`config.mk`:
```
export PLATFORM = sky130hd
export DESIGN_NAME = button_release_debouncer_flat
export DESIGN_NICKNAME = d
export VERILOG_FILES = /design/src/rtl/core/brd_pkg.sv /design/src/rtl/core/brd_if.sv /design/src/rtl/core/button_release_debouncer.sv /design/src/rtl/core/brd_button.sv /design/src/rtl/core/brd_result.sv /design/src/flat_wrapper.sv
export SDC_FILE = /design/constraint.sdc
export NUM_CORES = 1
export LEC_CHECK = 0
export ABC_AREA = 1
export BUFFER_PORTS_ARGS = -buffer_cell sky130_fd_sc_hd__clkbuf_2
export CORE_UTILIZATION = 60
export DETAILED_ROUTE_END_ITERATION = 8
export PLACE_DENSITY = 0.88
export SETUP_SLACK_MARGIN = 0.1
export SLEW_MARGIN = 20
export SYNTH_ARGS = -nofsm -noshare
export SYNTH_HDL_FRONTEND = slang
export SYNTH_SLANG_ARGS = --single-unit
```
`constraint.sdc`:
```
create_clock -name clk -period 2.8 [get_ports clk]
set_input_delay 0.14 -clock clk [delete_from_list [all_inputs] [get_ports clk]]
set_output_delay 0.14 -clock clk [all_outputs]
set_load 0.02 [all_outputs]
```
`src/rtl/core/brd_pkg.sv`:
```
// brd_pkg: shared types and constants for the button release debouncer.
// No dependencies; imported by the interfaces and every module in rtl/core.
package brd_pkg;

    localparam int NUM_BUTTONS = 4;
    localparam int COUNT_W     = 8;

    localparam logic [COUNT_W-1:0] DELAY_RESET = 8'd3;
    localparam logic [COUNT_W-1:0] COUNT_MAX   = 8'hFF;

    typedef enum logic [1:0] {
        OP_TICK     = 2'd0,
        OP_CLR_ONE  = 2'd1,
        OP_CLR_LANE = 2'd2
    } op_t;

    // per-button control for one accepted beat
    typedef struct packed {
        logic tick;
        logic clr;
        logic pin;
    } btn_ctrl_t;

    // per-button state after the beat
    typedef struct packed {
        logic stable;
        logic flag;
    } btn_stat_t;

    typedef struct packed {
        logic [NUM_BUTTONS-1:0] release_flags;
        logic                   lane0_released;
        logic                   lane1_released;
        logic [NUM_BUTTONS-1:0] stable_levels;
    } result_t;

endpackage

```
`src/rtl/core/brd_if.sv`:
```
// brd_if: valid/ready channel interfaces for items, results and config writes.
// Depends on brd_pkg.
interface brd_item_if
    import brd_pkg::*;
();
    logic                   valid;
    logic                   ready;
    logic [1:0]             op;
    logic [NUM_BUTTONS-1:0] pin_levels;
    logic [1:0]             btn_sel;
    logic                   lane;

    modport source (output valid, op, pin_levels, btn_sel, lane, input ready);
    modport sink   (input valid, op, pin_levels, btn_sel, lane, output ready);
endinterface

interface brd_result_if
    import brd_pkg::*;
();
    logic                   valid;
    logic                   ready;
    logic [NUM_BUTTONS-1:0] release_flags;
    logic                   lane0_released;
    logic                   lane1_released;
    logic [NUM_BUTTONS-1:0] stable_levels;

    modport source (output valid, release_flags, lane0_released, lane1_released,
                    stable_levels, input ready);
    modport sink   (input valid, release_flags, lane0_released, lane1_released,
                    stable_levels, output ready);
endinterface

interface brd_cfg_if
    import brd_pkg::*;
();
    logic               valid;
    logic               ready;
    logic [COUNT_W-1:0] data;

    modport source (output valid, data, input ready);
    modport sink   (input valid, data, output ready);
endinterface

```
`src/rtl/core/button_release_debouncer.sv`:
```
// button_release_debouncer: four-button release debouncer, top level.
// Depends on brd_pkg, brd_if, brd_button, brd_result.
//
//   channel  role  payload                                          beat
//   item     sink  op, pin_levels, btn_sel, lane                    valid & ready
//   result   src   release_flags, lane0/1_released, stable_levels   valid & ready
//   cfg      sink  data (bounce delay in samples)                   valid & ready
//
// One item per cycle unless stalled; registered result shows the next cycle.
// The button state and the result register update on the same accepting edge.
// Reset: levels released, counters and flags cleared, delay 3; no result held.
// A stalled result blocks the item channel only while it is held and not taken.
// cfg is always ready.
module button_release_debouncer
    import brd_pkg::*;
(
    input  logic          clk,
    input  logic          rst_n,
    brd_item_if.sink      item,
    brd_result_if.source  result,
    brd_cfg_if.sink       cfg
);

    logic [COUNT_W-1:0]     delay_reg;
    logic                   accept;
    logic                   space;
    btn_ctrl_t              ctrl [NUM_BUTTONS];
    btn_stat_t              stat [NUM_BUTTONS];
    result_t                res;

    always_ff @(posedge clk or negedge rst_n)
    begin
        if (!rst_n)
            delay_reg <= DELAY_RESET;
        else if (cfg.valid)
            delay_reg <= cfg.data;
    end

    assign cfg.ready  = 1'b1;
    assign item.ready = space;
    assign accept     = item.valid && space;

    for (genvar b = 0; b < NUM_BUTTONS; b++)
    begin : g_btn
        always_comb
        begin
            ctrl[b].pin  = item.pin_levels[b];
            ctrl[b].tick = 1'b0;
            ctrl[b].clr  = 1'b0;
            unique case (op_t'(item.op))
                OP_TICK:     ctrl[b].tick = 1'b1;
                OP_CLR_ONE:  ctrl[b].clr  = (item.btn_sel == 2'(b));
                OP_CLR_LANE: ctrl[b].clr  = (item.lane == 1'(b));
                default:     ;
            endcase
        end

        brd_button u_button (
            .clk   (clk),
            .rst_n (rst_n),
            .en    (accept),
            .ctrl  (ctrl[b]),
            .delay (delay_reg),
            .stat  (stat[b])
        );

        assign res.release_flags[b] = stat[b].flag;
        assign res.stable_levels[b] = stat[b].stable;
    end

    assign res.lane0_released = res.release_flags[0] | res.release_flags[2];
    assign res.lane1_released = res.release_flags[1] | res.release_flags[3];

    brd_result u_result (
        .clk    (clk),
        .rst_n  (rst_n),
        .load   (accept),
        .data   (res),
        .space  (space),
        .result (result)
    );

endmodule

```
`src/rtl/core/brd_button.sv`:
```
// brd_button: one button's stable level, mismatch counter and release flag.
// Depends on brd_pkg.
module brd_button
    import brd_pkg::*;
(
    input  logic               clk,
    input  logic               rst_n,
    input  logic               en,
    input  btn_ctrl_t          ctrl,
    input  logic [COUNT_W-1:0] delay,
    output btn_stat_t          stat
);

    logic               stable_reg, stable_next;
    logic               flag_reg, flag_next;
    logic [COUNT_W-1:0] count_reg, count_next;
    logic [COUNT_W-1:0] count_inc;
    logic               match;
    logic               flip;

    always_comb
    begin
        match       = (ctrl.pin == stable_reg);
        count_inc   = (count_reg == COUNT_MAX) ? COUNT_MAX : count_reg + 1'b1;
        flip        = !match && (count_inc >= delay);
        stable_next = stable_reg;
        count_next  = count_reg;
        flag_next   = flag_reg;
        if (ctrl.tick)
        begin
            count_next = (match || flip) ? '0 : count_inc;
            if (flip)
            begin
                stable_next = ctrl.pin;
                // pressed to released
                if (ctrl.pin)
                    flag_next = 1'b1;
            end
        end
        else if (ctrl.clr)
        begin
            flag_next = 1'b0;
        end
    end

    always_ff @(posedge clk or negedge rst_n)
    begin
        if (!rst_n)
        begin
            stable_reg <= 1'b1;
            count_reg  <= '0;
            flag_reg   <= 1'b0;
        end
        else if (en)
        begin
            stable_reg <= stable_next;
            count_reg  <= count_next;
            flag_reg   <= flag_next;
        end
    end

    assign stat.stable = stable_next;
    assign stat.flag   = flag_next;

endmodule

```
`src/rtl/core/brd_result.sv`:
```
// brd_result: result register stage toward the result channel.
// Depends on brd_pkg and brd_result_if.
module brd_result
    import brd_pkg::*;
(
    input  logic            clk,
    input  logic            rst_n,
    input  logic            load,
    input  result_t         data,
    output logic            space,
    brd_result_if.source    result
);

    logic    valid_reg;
    result_t data_reg;

    assign space = !valid_reg || result.ready;

    always_ff @(posedge clk or negedge rst_n)
    begin
        if (!rst_n)
        begin
            valid_reg <= 1'b0;
        end
        else if (load)
        begin
            valid_reg <= 1'b1;
        end
        else if (result.ready)
        begin
            valid_reg <= 1'b0;
        end
    end

    always_ff @(posedge clk)
    begin
        if (load)
            data_reg <= data;
    end

    assign result.valid          = valid_reg;
    assign result.release_flags  = data_reg.release_flags;
    assign result.lane0_released = data_reg.lane0_released;
    assign result.lane1_released = data_reg.lane1_released;
    assign result.stable_levels  = data_reg.stable_levels;

    a_load_sets_valid: assert property (@(posedge clk) disable iff (!rst_n)
        load |=> valid_reg)
        else $error("result not valid after load");

    a_no_overwrite: assert property (@(posedge clk) disable iff (!rst_n)
        (valid_reg && !result.ready) |-> !load)
        else $error("stalled result overwritten");

    a_load_data: assert property (@(posedge clk) disable iff (!rst_n)
        load |=> (data_reg == $past(data)))
        else $error("result register lost loaded beat");

    a_lane_or: assert property (@(posedge clk) disable iff (!rst_n)
        valid_reg |-> (data_reg.lane0_released ==
                       (data_reg.release_flags[0] | data_reg.release_flags[2]))
                   && (data_reg.lane1_released ==
                       (data_reg.release_flags[1] | data_reg.release_flags[3])))
        else $error("lane OR mismatch");

endmodule
```
`src/flat_wrapper.sv`:
```
// flat-port wrapper written by rule: the top's interface ports become plain ports
module button_release_debouncer_flat import brd_pkg::*;
  (clk, rst_n, item_valid, item_op, item_pin_levels, item_btn_sel, item_lane, item_ready, result_valid, result_release_flags, result_lane0_released, result_lane1_released, result_stable_levels, result_ready, cfg_valid, cfg_data, cfg_ready);
  brd_item_if item_i ();
  brd_result_if result_i ();
  brd_cfg_if cfg_i ();
  input  logic clk;
  input  logic rst_n;
  input wire logic [$bits(item_i.valid)-1:0] item_valid;
  input wire logic [$bits(item_i.op)-1:0] item_op;
  input wire logic [$bits(item_i.pin_levels)-1:0] item_pin_levels;
  input wire logic [$bits(item_i.btn_sel)-1:0] item_btn_sel;
  input wire logic [$bits(item_i.lane)-1:0] item_lane;
  output wire logic [$bits(item_i.ready)-1:0] item_ready;
  output wire logic [$bits(result_i.valid)-1:0] result_valid;
  output wire logic [$bits(result_i.release_flags)-1:0] result_release_flags;
  output wire logic [$bits(result_i.lane0_released)-1:0] result_lane0_released;
  output wire logic [$bits(result_i.lane1_released)-1:0] result_lane1_released;
  output wire logic [$bits(result_i.stable_levels)-1:0] result_stable_levels;
  input wire logic [$bits(result_i.ready)-1:0] result_ready;
  input wire logic [$bits(cfg_i.valid)-1:0] cfg_valid;
  input wire logic [$bits(cfg_i.data)-1:0] cfg_data;
  output wire logic [$bits(cfg_i.ready)-1:0] cfg_ready;
  assign item_i.valid = item_valid;
  assign item_i.op = item_op;
  assign item_i.pin_levels = item_pin_levels;
  assign item_i.btn_sel = item_btn_sel;
  assign item_i.lane = item_lane;
  assign item_ready = item_i.ready;
  assign result_valid = result_i.valid;
  assign result_release_flags = result_i.release_flags;
  assign result_lane0_released = result_i.lane0_released;
  assign result_lane1_released = result_i.lane1_released;
  assign result_stable_levels = result_i.stable_levels;
  assign result_i.ready = result_ready;
  assign cfg_i.valid = cfg_valid;
  assign cfg_i.data = cfg_data;
  assign cfg_ready = cfg_i.ready;
  button_release_debouncer u_core (.clk(clk), .rst_n(rst_n), .item(item_i), .result(result_i), .cfg(cfg_i));
endmodule
```
==> run_results.csv <==
group,metric,value,unit
status,status,"finished, final reports clean",
clock_network,cts_max_level,3,
yosys,synth.most_common_cell,"nand2_1",
clock_network,clk_pin_slew,70,ps
floorplanning,rows,29,
worst_setup_path,critPathMaxFanout,4,
worst_setup_path,path_depth,14,
routing,drc_errors,0,
timing,final-hold-violation-count,0,
cells_and_area,fill_cells,480,
timing,worst_slack,238,ps
clock_network,cts_tree,"yes",
yosys,synth_seq_cells,59,
place,dp_hpwl,6620,microns
worst_setup_path,reg2reg_from,"u_core.g_btn[3].u_button.count_reg[0]",
yosys,yosys-top-cells-area,"dfrtp_1, nand2_1, ha_1, edfxtp_1, inv_1",
floorplanning,die_h,84.0,microns
worst_setup_path,endpoint,"u_core.u_result.result.stable_levels[3]",
floorplanning,start_util,0.629,
yosys,yosys_most_used_dff,"dfrtp_1",
routing,wl,9330,microns
routing,firstDrtPassIters,4,
worst_setup_path,path_cells,"ha_1, nand2_1, nor2_2, nand3_2, nand2_1, o21ai_1, nand2_1, ha_1, a21oi_1, o21a_1, nand2_1, nand2_1, nand2_1, and2_1",
clock_network,cts.root.buffer_cell,"clkbuf_8",
cells_and_area,post-route-util,0.718,
floorplanning,pin_count,35,
floorplanning,die_area,7060,sq um
grt,grt_util_all_layers,0.281,
worst_setup_path,critical_path.top_delay_family,"simple AND/OR/NAND/NOR gates",
timing,max_slew_margin,0.610,
place,routabilityCongestion,0.836,
timing,max_freq,390,MHz
yosys,syn-cell-area,4040,sq um
routing,antenna_left,0,
clock_network,clk_latency,340,ps
cells_and_area,diodes,0,
power,vdd.ir_drop.worst,0.417,mV
timing,setup_tns,0,ps
routing,viasPerCell,5.45,
worst_setup_path,cp-end-kind,"register",
timing,maxSlewViolCount,0,
yosys,synth.top_cell.area_share,0.267,
job,maxCapViolations,0,
cells_and_area,stdcell_count,661,
place,pre_cts_slack,159,ps
timing,period_share,0.915,
timing,rsz0062_at_grt,"yes",
timing,whs,7.75,ps
yosys,syn_avg_cell_area,7.62,sq um
place,port_buffers,33,
grt,antenna_found_initial,0,
yosys,yosysSeqAreaShare,0.380,
worst_setup_path,crit_top_cell,"nand2_1",
timing,clock_skew,9.41,ps
yosys,synth-xor-area-share,0.0130,
worst_setup_path,crit_required,2900,ps
yosys,async_flop_share,0.831,
worst_hold_path,worstHoldPathType,"primary input to register",
cells_and_area,nets,640,
worst_setup_path,reg2reg_slack,240,ps
yosys,synth_compound_area_frac,0.0861,
grt,overflow,0,
worst_setup_path,crit_slowest_cell,"dfrtp_1",
worst_setup_path,slowest_delay,400,ps
yosys,synth_cell_types,39,
grt,grt_pass1_wl,15500,microns
yosys,muxShareOfSynthArea,0.00279,
worst_setup_path,path_class,"register to register",
clock_network,cts_buffers,9,
timing,finalSetupViolCount,0,
worst_setup_path,rr_endpoint,"u_core.u_result.result.stable_levels[3]",
yosys,synth_top_family_by_area,"simple AND/OR/NAND/NOR gates",
place,dp_cells,634,
power,powerDensity,693,nW/um^2
yosys,synthAdderAreaFrac,0.121,
cells_and_area,drive_gt1_frac,0.187,
grt,grt_pass1_vias,3593,
yosys,synth_fp_nets,591,
power,p_total,3.20,mW
floorplanning,core-area,6420,sq um
worst_setup_path,reg2reg_depth,14,
floorplanning,die_x,84.0,microns
routing,drt-initial-drc-count,258,
routing,wl_per_cell,14.1,microns
yosys,synth_area_leader_cell,"dfrtp_1",
worst_setup_path,crit_path_start_kind,"register",
yosys,yosys_warnings,0,
cells_and_area,fin_area,4610,sq um
place,placed_cell_area,4270,sq um
worst_setup_path,crit_arrival,2660,ps
grt,grt_max_degree,35,
yosys,syn_inst,530,
cells_and_area,largest_register_ffs,32,
worst_setup_path,startpoint,"u_core.g_btn[3].u_button.count_reg[0]",
worst_setup_path,cp_num_buf_inv,0,
clock_network,clockBufferDepth,2,
yosys,synth_common_cells,"nand2_1, inv_1, dfrtp_1, nor2_1, ha_1",
timing,worst_pin_slew,582,ps
yosys,synth_enable_flop_cells,10,
cells_and_area,area_growth,14.3,%
routing,num_vias,3601,
yosys,synth-simple-area-share,0.313,
power,power_leakage,2.55,nW
clock_network,cts_sinks,59,
timing,fin_crit,2560,ps
==> report_power, final <==
group          internal [mW]  switching [mW]  leakage [nW]
logic                  0.467           0.726          1.71
clock network          0.431           0.350        0.0991
registers               1.09           0.136         0.738
total                   1.98            1.21          2.55
==> timing repair <==
action / CTS / global route
hold buffers: 1 / 0
hold endpoints to repair: 13 / 0
gates resized for setup: 0 / 15
setup endpoints to repair: 0 / 31
buffers inserted: 0 / 10
==> kinds of logic after synthesis <==
kind of cell	count (synthesis)
flip-flops	59
AO/OA/AOI/OAI	60
adder cells (fa/ha/maj)	39
other	1
buffers and inverters	88
XOR/XNOR	6
AND/OR/NAND/NOR	276
multiplexers	1
==> layout make-up <==
cell class	count	area, sq um	area share
well taps	77	96.3	0.0209
multi-input cells	383	2230	0.483
repair buffers	45	258	0.0559
flip-flops and latches	59	1530	0.333
clock inverters	5	52.6	0.0114
clock buffers	11	141	0.0306
inverters	81	304	0.0659
==> routing by layer <==
metal  up-vias  track usage  part of all wire
li1       1802            -                 -
met4         0        0.124             0.018
met1      1671        0.332              0.42
met3        19       0.0504             0.059
met5         -            0                 0
met2       109        0.499              0.50
==> how the worst min path moves through the flow <==
stage | from | endpoint | slack, ps | cells after the start
final | cfg_data[1] | u_core.delay_reg[1] | 8 | 3
after global routing | cfg_data[1] | u_core.delay_reg[1] | 20 | 3
after CTS | cfg_data[1] | u_core.delay_reg[1] | 6 | 3
after detailed placement | rst_n | u_core.g_btn[2].u_button.count_reg[0] | 90 | 1
after global placement | rst_n | u_core.delay_reg[4] | 80 | 1
after floorplan | rst_n | u_core.delay_reg[2] | -160 | 0
==> worst min-delay path, delay by kind of cell <==
kind / cells / cell delay (ps)
AOI/OAI and AO/OA: 1 / 70
buffers and inverters: 1 / 80
and+or+nand+nor: 1 / 50
==> cell usage in the layout (no fill, tap or decap), drive strengths merged, types with 7 or more instances in the layout <==
master  instances
nor2           49
nand3          42
o21ai          30
buf            11
o22ai          12
dfrtp          43
nand4           7
nand2         163
a21oi          14
ha             39
clkbuf         44
edfxtp         10
inv            80
Power figures use the tool's default switching activity.
